==> config.mk <==
export PLATFORM = sky130hd
export DESIGN_NAME = bit_matrix_transitive_closure_flat
export DESIGN_NICKNAME = d
export VERILOG_FILES = /design/src/bmtc_pkg.sv /design/src/bmtc_if.sv /design/src/bit_matrix_transitive_closure.sv /design/src/flat_wrapper.sv
export SDC_FILE = /design/constraint.sdc
export NUM_CORES = 2
export LEC_CHECK = 0
export BUFFER_PORTS_ARGS = -buffer_cell sky130_fd_sc_hd__buf_2
export CORE_ASPECT_RATIO = 0.8
export CORE_MARGIN = 2
export CORE_UTILIZATION = 30
export DETAILED_ROUTE_END_ITERATION = 16
export GPL_TIMING_DRIVEN = 0
export PLACE_DENSITY = 0.5
export SYNTH_ARGS = -nofsm -noshare
export SYNTH_HDL_FRONTEND = slang
export SYNTH_SLANG_ARGS = --single-unit
==> constraint.sdc <==
create_clock -name clk_i -period 10.7 [get_ports clk_i]
set_input_delay 2.14 -clock clk_i [delete_from_list [all_inputs] [get_ports clk_i]]
set_output_delay 2.14 -clock clk_i [all_outputs]
set_load 0.01 [all_outputs]
==> src/bmtc_pkg.sv <==
`timescale 1ns / 1ps
// ----------------------------------------------------------------------------
// Bit-matrix transitive closure package
// Shared widths, reset values and configuration register indexes.
// ----------------------------------------------------------------------------
package bmtc_pkg;

  localparam int unsigned DATA_W          = 32;
  localparam int unsigned ROW_NUM_W       = 5;
  localparam int unsigned CFG_DATA_W      = 6;
  localparam int unsigned CFG_IDX_W       = 1;
  localparam int unsigned MAX_OBJECTS_DEF = 32;

  localparam logic [CFG_DATA_W-1:0] OBJECT_COUNT_RST = 6'd32;

  localparam logic [CFG_IDX_W-1:0] CFG_OBJECT_COUNT = 1'b0;
  localparam logic [CFG_IDX_W-1:0] CFG_REFLEXIVE    = 1'b1;

endpackage

==> src/bmtc_if.sv <==
`timescale 1ns / 1ps
// ----------------------------------------------------------------------------
// Bit-matrix transitive closure channels
// Row input channel and closed-row result channel, valid/ready handshake.
// ----------------------------------------------------------------------------
interface bmtc_in_if import bmtc_pkg::*; ();
  logic              valid;
  logic              ready;
  logic [DATA_W-1:0] row_bits;

  modport source (output valid, output row_bits, input ready);
  modport sink   (input valid, input row_bits, output ready);
endinterface

interface bmtc_out_if import bmtc_pkg::*; ();
  logic                 valid;
  logic                 ready;
  logic [DATA_W-1:0]    closure_row;
  logic [ROW_NUM_W-1:0] row_number;
  logic                 last_row;

  modport source (output valid, output closure_row, output row_number,
                  output last_row, input ready);
  modport sink   (input valid, input closure_row, input row_number,
                  input last_row, output ready);
endinterface

==> src/bit_matrix_transitive_closure.sv <==
`timescale 1ns / 1ps
// Throughput: one item per cycle while rows load; no new matrix is accepted
//   until the last closed row of the previous one has been taken.
// Output: each closed row is read, captured and held valid until out_o.ready.
// Reset: control state and configuration clear at once; the row memory is
//   not cleared, every row is written before it is read.
// ----------------------------------------------------------------------------
// Bit-matrix transitive closure
// Loads adjacency rows into a row memory, runs Warshall's closure by
// read-modify-write sweeps, one pivot at a time, then streams the rows out (reflexive mode sets the diagonal bit).
// ----------------------------------------------------------------------------
module bit_matrix_transitive_closure import bmtc_pkg::*; #(
  parameter int unsigned MaxObjects = MAX_OBJECTS_DEF
) (
  input  logic                  clk_i,
  input  logic                  rst_ni,
  input  logic                  cfg_we_i,
  input  logic [CFG_IDX_W-1:0]  cfg_index_i,
  input  logic [CFG_DATA_W-1:0] cfg_wdata_i,
  bmtc_in_if.sink               in_i,
  bmtc_out_if.source            out_o
);

  localparam int unsigned IdxW = $clog2(MaxObjects);
  localparam int unsigned CntW = $clog2(MaxObjects + 1);

  typedef enum logic [2:0] {
    ST_LOAD,
    ST_PIV_RD,
    ST_PIV_CAP,
    ST_ROW,
    ST_DRAIN,
    ST_EMIT_RD,
    ST_EMIT_CAP,
    ST_EMIT_SEND
  } state_e;

  state_e state_q;

  logic [CFG_DATA_W-1:0] obj_count_q;
  logic                  refl_q;

  logic [IdxW-1:0]      load_q;
  logic [IdxW-1:0]      k_q;
  logic [IdxW-1:0]      i_q;
  logic [IdxW-1:0]      wb_idx_q;
  logic                 wb_valid_q;
  logic [DATA_W-1:0]    pivot_q;
  logic                 out_valid_q;
  logic [DATA_W-1:0]    out_row_q;
  logic [ROW_NUM_W-1:0] out_num_q;
  logic                 out_last_q;

  logic [DATA_W-1:0] mem_q [MaxObjects];
  logic [DATA_W-1:0] rdata_q;

  logic              mem_we;
  logic [IdxW-1:0]   mem_waddr;
  logic [DATA_W-1:0] mem_wdata;
  logic              mem_re;
  logic [IdxW-1:0]   mem_raddr;

  logic [6:0]        obj_ext;
  logic [6:0]        n_full;
  logic [CntW-1:0]   n_act;
  logic [DATA_W-1:0] mask;
  logic [DATA_W-1:0] rd_masked;
  logic [DATA_W-1:0] upd_row;
  logic              hit;
  logic              in_acc;
  logic              load_more;
  logic              i_last;
  logic              k_last;

  assign obj_ext = {1'b0, obj_count_q};
  assign n_full  = (obj_count_q == '0) ? 7'd1 :
                   (obj_ext > 7'(MaxObjects)) ? 7'(MaxObjects) : obj_ext;
  assign n_act   = CntW'(n_full);
  assign mask    = (DATA_W'(1) << n_act) - DATA_W'(1);

  assign rd_masked = rdata_q & mask;
  assign hit       = |(rd_masked & (DATA_W'(1) << k_q));
  assign upd_row   = rd_masked | (hit ? pivot_q : '0);

  assign in_acc    = in_i.valid && in_i.ready;
  assign load_more = (CntW'(load_q) + CntW'(1)) < n_act;
  assign i_last    = (CntW'(i_q) + CntW'(1)) == n_act;
  assign k_last    = (CntW'(k_q) + CntW'(1)) == n_act;

  assign in_i.ready        = (state_q == ST_LOAD);
  assign out_o.valid       = out_valid_q;
  assign out_o.closure_row = out_row_q;
  assign out_o.row_number  = out_num_q;
  assign out_o.last_row    = out_last_q;

  always_comb begin
    mem_we    = 1'b0;
    mem_waddr = wb_idx_q;
    mem_wdata = upd_row;
    mem_re    = 1'b0;
    mem_raddr = i_q;
    case (state_q)
      ST_LOAD: begin
        mem_we    = in_acc;
        mem_waddr = load_q;
        mem_wdata = in_i.row_bits;
      end
      ST_PIV_RD: begin
        mem_re    = 1'b1;
        mem_raddr = k_q;
      end
      ST_ROW: begin
        mem_we = wb_valid_q;
        mem_re = 1'b1;
      end
      ST_DRAIN: begin
        mem_we = 1'b1;
      end
      ST_EMIT_RD: begin
        mem_re = 1'b1;
      end
      default: begin
      end
    endcase
  end

  always_ff @(posedge clk_i) begin
    if (mem_we) begin
      mem_q[mem_waddr] <= mem_wdata;
    end
    if (mem_re) begin
      rdata_q <= mem_q[mem_raddr];
    end
  end

  always_ff @(posedge clk_i or negedge rst_ni) begin
    if (!rst_ni) begin
      obj_count_q <= OBJECT_COUNT_RST;
      refl_q      <= 1'b0;
    end else if (cfg_we_i) begin
      case (cfg_index_i)
        CFG_OBJECT_COUNT: obj_count_q <= cfg_wdata_i;
        CFG_REFLEXIVE:    refl_q      <= cfg_wdata_i[0];
        default: begin
        end
      endcase
    end
  end

  always_ff @(posedge clk_i or negedge rst_ni) begin
    if (!rst_ni) begin
      state_q     <= ST_LOAD;
      load_q      <= '0;
      k_q         <= '0;
      i_q         <= '0;
      wb_idx_q    <= '0;
      wb_valid_q  <= 1'b0;
      pivot_q     <= '0;
      out_valid_q <= 1'b0;
      out_row_q   <= '0;
      out_num_q   <= '0;
      out_last_q  <= 1'b0;
    end else begin
      case (state_q)
        ST_LOAD: begin
          if (in_acc) begin
            if (load_more) begin
              load_q <= load_q + IdxW'(1);
            end else begin
              load_q  <= '0;
              k_q     <= '0;
              state_q <= ST_PIV_RD;
            end
          end
        end
        ST_PIV_RD: begin
          state_q <= ST_PIV_CAP;
        end
        ST_PIV_CAP: begin
          pivot_q    <= rd_masked;
          i_q        <= '0;
          wb_valid_q <= 1'b0;
          state_q    <= ST_ROW;
        end
        ST_ROW: begin
          wb_valid_q <= 1'b1;
          wb_idx_q   <= i_q;
          if (i_last) begin
            state_q <= ST_DRAIN;
          end else begin
            i_q <= i_q + IdxW'(1);
          end
        end
        ST_DRAIN: begin
          wb_valid_q <= 1'b0;
          if (k_last) begin
            i_q     <= '0;
            state_q <= ST_EMIT_RD;
          end else begin
            k_q     <= k_q + IdxW'(1);
            state_q <= ST_PIV_RD;
          end
        end
        ST_EMIT_RD: begin
          state_q <= ST_EMIT_CAP;
        end
        ST_EMIT_CAP: begin
          out_row_q   <= rdata_q | (refl_q ? (DATA_W'(1) << i_q) : '0);
          out_num_q   <= ROW_NUM_W'(i_q);
          out_last_q  <= i_last;
          out_valid_q <= 1'b1;
          state_q     <= ST_EMIT_SEND;
        end
        ST_EMIT_SEND: begin
          if (out_o.ready) begin
            out_valid_q <= 1'b0;
            if (out_last_q) begin
              state_q <= ST_LOAD;
            end else begin
              i_q     <= i_q + IdxW'(1);
              state_q <= ST_EMIT_RD;
            end
          end
        end
        default: begin
          state_q <= ST_LOAD;
        end
      endcase
    end
  end

endmodule
==> src/flat_wrapper.sv <==
// flat-port wrapper written by rule: the top's interface ports become plain ports
module bit_matrix_transitive_closure_flat import bmtc_pkg::*;
#(
  parameter int unsigned MaxObjects = MAX_OBJECTS_DEF
)
  (clk_i, rst_ni, cfg_we_i, cfg_index_i, cfg_wdata_i, in_i_valid, in_i_row_bits, in_i_ready, out_o_valid, out_o_closure_row, out_o_row_number, out_o_last_row, out_o_ready);
  bmtc_in_if in_i_i ();
  bmtc_out_if out_o_i ();
  input  logic clk_i;
  input  logic rst_ni;
  input  logic cfg_we_i;
  input  logic [CFG_IDX_W-1:0] cfg_index_i;
  input  logic [CFG_DATA_W-1:0] cfg_wdata_i;
  input wire logic [$bits(in_i_i.valid)-1:0] in_i_valid;
  input wire logic [$bits(in_i_i.row_bits)-1:0] in_i_row_bits;
  output wire logic [$bits(in_i_i.ready)-1:0] in_i_ready;
  output wire logic [$bits(out_o_i.valid)-1:0] out_o_valid;
  output wire logic [$bits(out_o_i.closure_row)-1:0] out_o_closure_row;
  output wire logic [$bits(out_o_i.row_number)-1:0] out_o_row_number;
  output wire logic [$bits(out_o_i.last_row)-1:0] out_o_last_row;
  input wire logic [$bits(out_o_i.ready)-1:0] out_o_ready;
  assign in_i_i.valid = in_i_valid;
  assign in_i_i.row_bits = in_i_row_bits;
  assign in_i_ready = in_i_i.ready;
  assign out_o_valid = out_o_i.valid;
  assign out_o_closure_row = out_o_i.closure_row;
  assign out_o_row_number = out_o_i.row_number;
  assign out_o_last_row = out_o_i.last_row;
  assign out_o_i.ready = out_o_ready;
  bit_matrix_transitive_closure #(.MaxObjects(MaxObjects)) u_core (.clk_i(clk_i), .rst_ni(rst_ni), .cfg_we_i(cfg_we_i), .cfg_index_i(cfg_index_i), .cfg_wdata_i(cfg_wdata_i), .in_i(in_i_i), .out_o(out_o_i));
endmodule
; ---- After elaboration in Yosys (flattened, before gate mapping)
; Memory sizes are Yosys's and may differ from the RTL's. A register that Yosys moved wholly into a read port is not among the register bits.
; Cells that the tools add are included.
[totals]
latchBits = 0
wordCells = 96
inputBits = 44
rom_bits = 0
ramBits = 1024
memories = 1
out_inout_bits = 40
regBits = 102
[memory_table]
columns = memory, depth, word_bits, rd, rd_clocked_by_memory_dff, write_ports, line_no
row1 = u_core.mem_q, 32, 32, 1, 1, 1, bit_matrix_transitive_closure.sv:54  ; logic [DATA_W-1:0] mem_q [MaxObjects];
[classes]
add_sub_neg = 7
reduce_logical = 17
eq_ne = 17
n_div = 0
order_cmp = 2
mux = 31
multipliers = 0
shift = 3
bitwise_logic = 5
[ops]
columns = op, count
row1 = $mux W32, 3
row2 = $and A32 B32 Y32, 2
row3 = $or A32 B32 Y32, 2
row4 = $shl A1 B5 Y32 const A, 2
row5 = $mux W5, 10
row6 = $reduce_or A32 Y1, 1
row7 = $shl A1 B6 Y32 const A, 1
row8 = $sub A32 B2 Y32 const B, 1
row9 = $pmux W3 S8, 1
row10 = $pmux W5 S4, 1
row11 = $add A5 B1 Y6 const B, 3
row12 = $mux W3, 6
row13 = $add A5 B1 Y5 const B, 3
row14 = $eq A3 B3 Y1 const B, 4
row15 = $eq A6 B6 Y1, 2
row16 = $mux W6, 2
row17 = $ne A2 B2 Y1 const B, 6
row18 = $pmux W5 S2, 1
row19 = $reduce_and A2 Y1, 4
row20 = $reduce_and A4 Y1, 2
row21 = $eq A3 B2 Y1 const B, 2
row22 = $gt A6 B6 Y1 const B, 1
row23 = $logic_not A6 Y1, 1
row24 = $lt A6 B6 Y1, 1
row25 = 13 further kinds, 20

; ---- Longest topological paths before layout
[depth]
ltp_word = 11
mapped_depth = 13
ltp_nobuf = 10

; ---- Worst setup path before layout
; Ideal clock, no wire load.
[synth_path]
path_kind = register to register
start = register u_core.obj_count_q[1]
end = memory u_core.mem_q[0][22] (data pin)
setup_slack_ns = 6.295
path_stages_with_launch = 13
arrival_ns = 3.938
path_buffers = 3
setup_ns = 0.467
required_ns = 10.233
cell_sequence = dfrtp_1 -> buf_2 -> nor3_1 -> nand2_1 -> ha_1 -> clkbuf_1 -> buf_1 -> o31ai_1 -> xor2_1 -> nand2_1 -> o32ai_1 -> nor3_2 -> a211oi_1
[synth_via]
elab_chain_cells = 11
elab_cells_between_ends = 12
[synth_rtl]
columns = item, line_no
row1 = from (decl), bit_matrix_transitive_closure.sv:40  ; logic [CFG_DATA_W-1:0] obj_count_q;
row2 = from (signal assigned), bit_matrix_transitive_closure.sv:142  ; CFG_OBJECT_COUNT: obj_count_q <= cfg_wdata_i;
row3 = $gt A6 B6 Y1, bit_matrix_transitive_closure.sv:77  ; (obj_ext > 7'(MaxObjects)) ? 7'(MaxObjects) : obj_ext;
row4 = $mux W6, bit_matrix_transitive_closure.sv:77
row5 = $mux W6 (*), bit_matrix_transitive_closure.sv:76  ; assign n_full = (obj_count_q == '0) ? 7'd1 :
row6 = $shl A1 B6 Y32 (*), bit_matrix_transitive_closure.sv:79  ; assign mask = (DATA_W'(1) << n_act) - DATA_W'(1);
row7 = $sub A32 B2 Y32 (*), bit_matrix_transitive_closure.sv:79
row8 = $and A32 B32 Y32 (*), bit_matrix_transitive_closure.sv:81  ; assign rd_masked = rdata_q & mask;
row9 = $and A32 B32 Y32, bit_matrix_transitive_closure.sv:82  ; assign hit = |(rd_masked & (DATA_W'(1) << k_q));
row10 = $reduce_or A32 Y1, bit_matrix_transitive_closure.sv:82
row11 = $mux W32, bit_matrix_transitive_closure.sv:83  ; assign upd_row = rd_masked | (hit ? pivot_q : '0);
row12 = $or A32 B32 Y32 (*), bit_matrix_transitive_closure.sv:83
row13 = $mux W32 (*), bit_matrix_transitive_closure.sv:102  ; case (state_q)
row14 = net u_core.mem_wdata[22], bit_matrix_transitive_closure.sv:59  ; logic [DATA_W-1:0] mem_wdata;
row15 = to (decl), bit_matrix_transitive_closure.sv:54
; Mark *: on every way through the listed nets, which the timed path passes. The rest lies on a longest branch.

; ---- Final worst setup path
[layout_path]
start = register u_core.obj_count_q[1]
end = memory u_core.mem_q[2][25] (data pin)
; The elaborated chain is that of the path after synthesis.

==> metrics.md <==
| Metric | Value |
|---|---|
| GRT Util Overall | 20.5% |
| Setup WS post-layout | 5.21 ns |
| Max-Cap Viols | 0 |
| Routed WL | 173 mm |
| Layout area overhead | 18.3% |
| WP data required | 11.18 ns |
| Metal3 WL | 15.8 mm |
| PortBufs | 83 |
| DR vias | 32601 |
| Clk sinks | 1158 |
| Pint | 0.0105 W |
| Setup Skew | 0.0698 ns |
| Critical path's slowest cell | mux2i_1 |
| Layout cells sized above 1 | 12.4% |
| Final period util | 51.3% |
| Post-Syn Nets | 3694 |
| Status | completed |
| Crit-path max cell delay | 0.71 ns |
| Rows | 131 |
| Combinational share of power | 41.7% |
| Pwr Total | 0.0183 W |
| First-pass GRT wire length | 239 mm |
| Sw frac | 42.8% |
| Placer Congestion | 0.939 |
| Yosys Warn Count | 0 |
| Mapped Cells | 3631 |
| DRC viols | 0 |
| Initial core utilization | 30.2% |
| Async set-reset flop share out of synthesis | 8.81% |
| Fmax | 0.182 GHz |
| Sequential Power Share | 36.8% |
| Avg Inst Size Synth | 13.3 um2 |
| Largest net degree at the start of global routing | 54 |
| CP delay by family, top | buffers and inverters |
| NumNets Final | 3958 |
| Sequential-to-total area share from yosys stat | 71.0% |
| Max FO, Critical Path | 19 |
| Yosys cell types | 86 |
| Max-slew violations | 0 |
| Inst Count DP | 5909 |
| Worst slew pin tran | 1.41 ns |
| Number of global-route vias before repair | 30539 |
| Power Density | 320 nW/um2 |
| Grt ovf | 0 |
| Die area | 164000 um2 |
| WP data arrival | 5.97 ns |
| Cts repair resizes | 0 |
| CP Cell Sequence | buf_2, nor3_1, nand2_1, ha_1, clkbuf_1, buf_1, o41ai_1, mux2i_1, o22a_1, nand4_1, nor3_2, buf_4, a21oi_4, buf_16 |
| Clock Power Share | 21.5% |
| H-tree levels | 3 |
| Met2 wire len | 75.4 mm |
| CTS Hold Bufs | 0 |
| Fin crit period | 5.49 ns |
| Post-synth EDFFs | 1056 |
| CP Buf/Inv Count | 5 |
| Max_slew headroom | 5.45% |
| HPWL Detailed | 124 mm |
| DR vias/cell | 5.32 |
| Initial DRC Count | 3973 |
| Place WS | 5.33 ns |
| Switching pwr | 0.00781 W |
| Die H | 363 um |
| Die width | 453 um |
| Crit Path Class | reg -> reg |
| Clk_lat worst skew | 0.76 ns |
| P_leak | 18.7 nW |
| Final Setup Violations | 0 |
| Mapped Area | 48300 um2 |
| Critical Path Start Type | flip-flop |
| Nature of the critical path endpoint | flip-flop |
| CTS root buf | clkbuf_16 |
| Worst-case clock buffer depth | 3 |
| Final Hold Viols | 0 |
| Num ports | 84 |
| Core Area | 160000 um2 |
| Wire per inst | 28.2 um |
| Flops & latches, synth | 1158 |
| Peak supply drop | 0.194 mV |
| Initial antenna violation count | 7 |
| CTS Buf Count | 111 |
| RSZ-0062 raised after global routing | no |
| Worst Hold Class | reg -> reg |
| DRT antenna net count | 0 |
| CTS tree | yes |
| Top sig layer | met5 |
| Layout Cells excl Fill | 6126 |
| Postcts setup bufs | 0 |
| Ys flop type | edfxtp_1 |
| CTS clk-pin slew, worst paths | 0.07 ns |
| Initial DRT Pass Iterations | 5 |
| Final setup TNS | 0 ns |
| WL met1 | 77.2 mm |
## synthesized netlist by cell type, types with 33 or more instances
master	n	area [um2]
a311oi_1	128	1120
a31oi_1	149	932
dfrtp_1	101	2530
nand2_1	687	2580
clkbuf_1	176	661
nor2_1	91	342
a21oi_1	57	285
buf_2	60	300
a211oi_1	388	2910
edfxtp_1	1056	31700
o21ai_0	140	701
and2_1	261	1630
nor4_1	33	206
## routing by layer
| layer | global-route usage [%] | vias up |
|---|---|---|
| met3 | 4.80 | 213 |
| met1 | 29.8 | 16658 |
| met5 | 0 | - |
| met4 | 5.25 | 4 |
| li1 | - | 14430 |
| met2 | 30.7 | 1296 |
## tightest hold or removal path, delay by kind of cell, from the launching register on
family | cells | cell delay (ns)
simple gates | 1 | 0.05
compound gates | 1 | 0.06
flops | 1 | 0.34
## cell families (layout without fill, tap and decap cells)
kind of cell,count (synthesis),after routing,share of synthesized area (%)
simple gates,1177,1177,11.3
xor+xnor,21,21,0.409
buf+inv,295,651,2.60
compound gates,940,940,13.8
flops,1158,1158,71.0
other cells,1,12,0.00777
mux,19,19,0.448
fa+ha+maj,20,20,0.513
## power by group through the flow
stage               combinational, W  sequential (W)  clock [W]
finish                       0.00761         0.00672    0.00394
global route                 0.00800         0.00673    0.00414
CTS                          0.00755         0.00670    0.00398
detailed placement           0.00754         0.00679          0
global placement             0.00657         0.00701          0
floorplan                    0.00323         0.00672          0
## flip-flops by register name, indices dropped and copies added (netlist names)
name / count
u_core.out_o.row_number: 5
u_core.state_q: 3
u_core.mem_q: 1024
u_core.i_q: 5
u_core.out_o.last_row: 1
u_core.wb_idx_q: 5
u_core.out_o.closure_row: 32
u_core.pivot_q: 32
u_core.load_q: 5
u_core.obj_count_q: 6
u_core.refl_q: 1
u_core.out_o.valid: 1
u_core.wb_valid_q: 1
u_core.rdata_q: 32
u_core.k_q: 5
## layout make-up
class | instances | area, um2
diodes | 11 | 27.5
plain buffers | 271 | 1170
clock buffers | 141 | 2960
clock inverters | 64 | 581
fillers | 15575 | 103000
inverters | 24 | 90.1
multi-input cells | 2178 | 13400
flip-flops and latches | 1158 | 34300
well taps | 2128 | 2660
repair buffers | 151 | 1920
## cells in the final DEF, fill, tap and decap left out, types with 26 or more instances in the layout
cell type and instances:
clkbuf_16 114, a21oi_1 26, nand2_1 687, dfrtp_1 101, buf_12 40, a211oi_1 382
a31oi_1 148, a311oi_1 128, a21oi_4 31, edfxtp_1 1056, and2_1 261, clkbuf_1 201
nor2_1 59, nor2_4 32, nor4_1 31, clkinv_2 26, buf_2 142, o21ai_0 140
## path summary, 6_finish.rpt
path / end / startpoint / slack (ns) / cells past startpoint
max: u_core.mem_q[2][25] / u_core.obj_count_q[1] / 5.21 / 14
min: u_core.out_o.row_number[3] / u_core.out_o.row_number[3] / 0.47 / 2
max reg2reg: u_core.mem_q[2][25] / u_core.obj_count_q[1] / 5.21 / 14
min reg2reg: u_core.out_o.row_number[3] / u_core.out_o.row_number[3] / 0.47 / 2
max in group asynchronous: u_core.pivot_q[16] / rst_ni / 8.46 / 2
min in group asynchronous: u_core.out_o.row_number[1] / rst_ni / 1.48 / 1
## stage by stage
stage / utilization, % / area, um2 / hold WS [ns]
finish: 35.8 / 57100 / 0.475
global placement: 32.2 / 51400 / 0.455
global route: 35.8 / 57100 / 0.494
floorplan: - / 48300 / 0.441
detailed placement: 33.5 / 53500 / 0.466
CTS: 35.7 / 57100 / 0.479
Power figures use the tool's default switching activity.
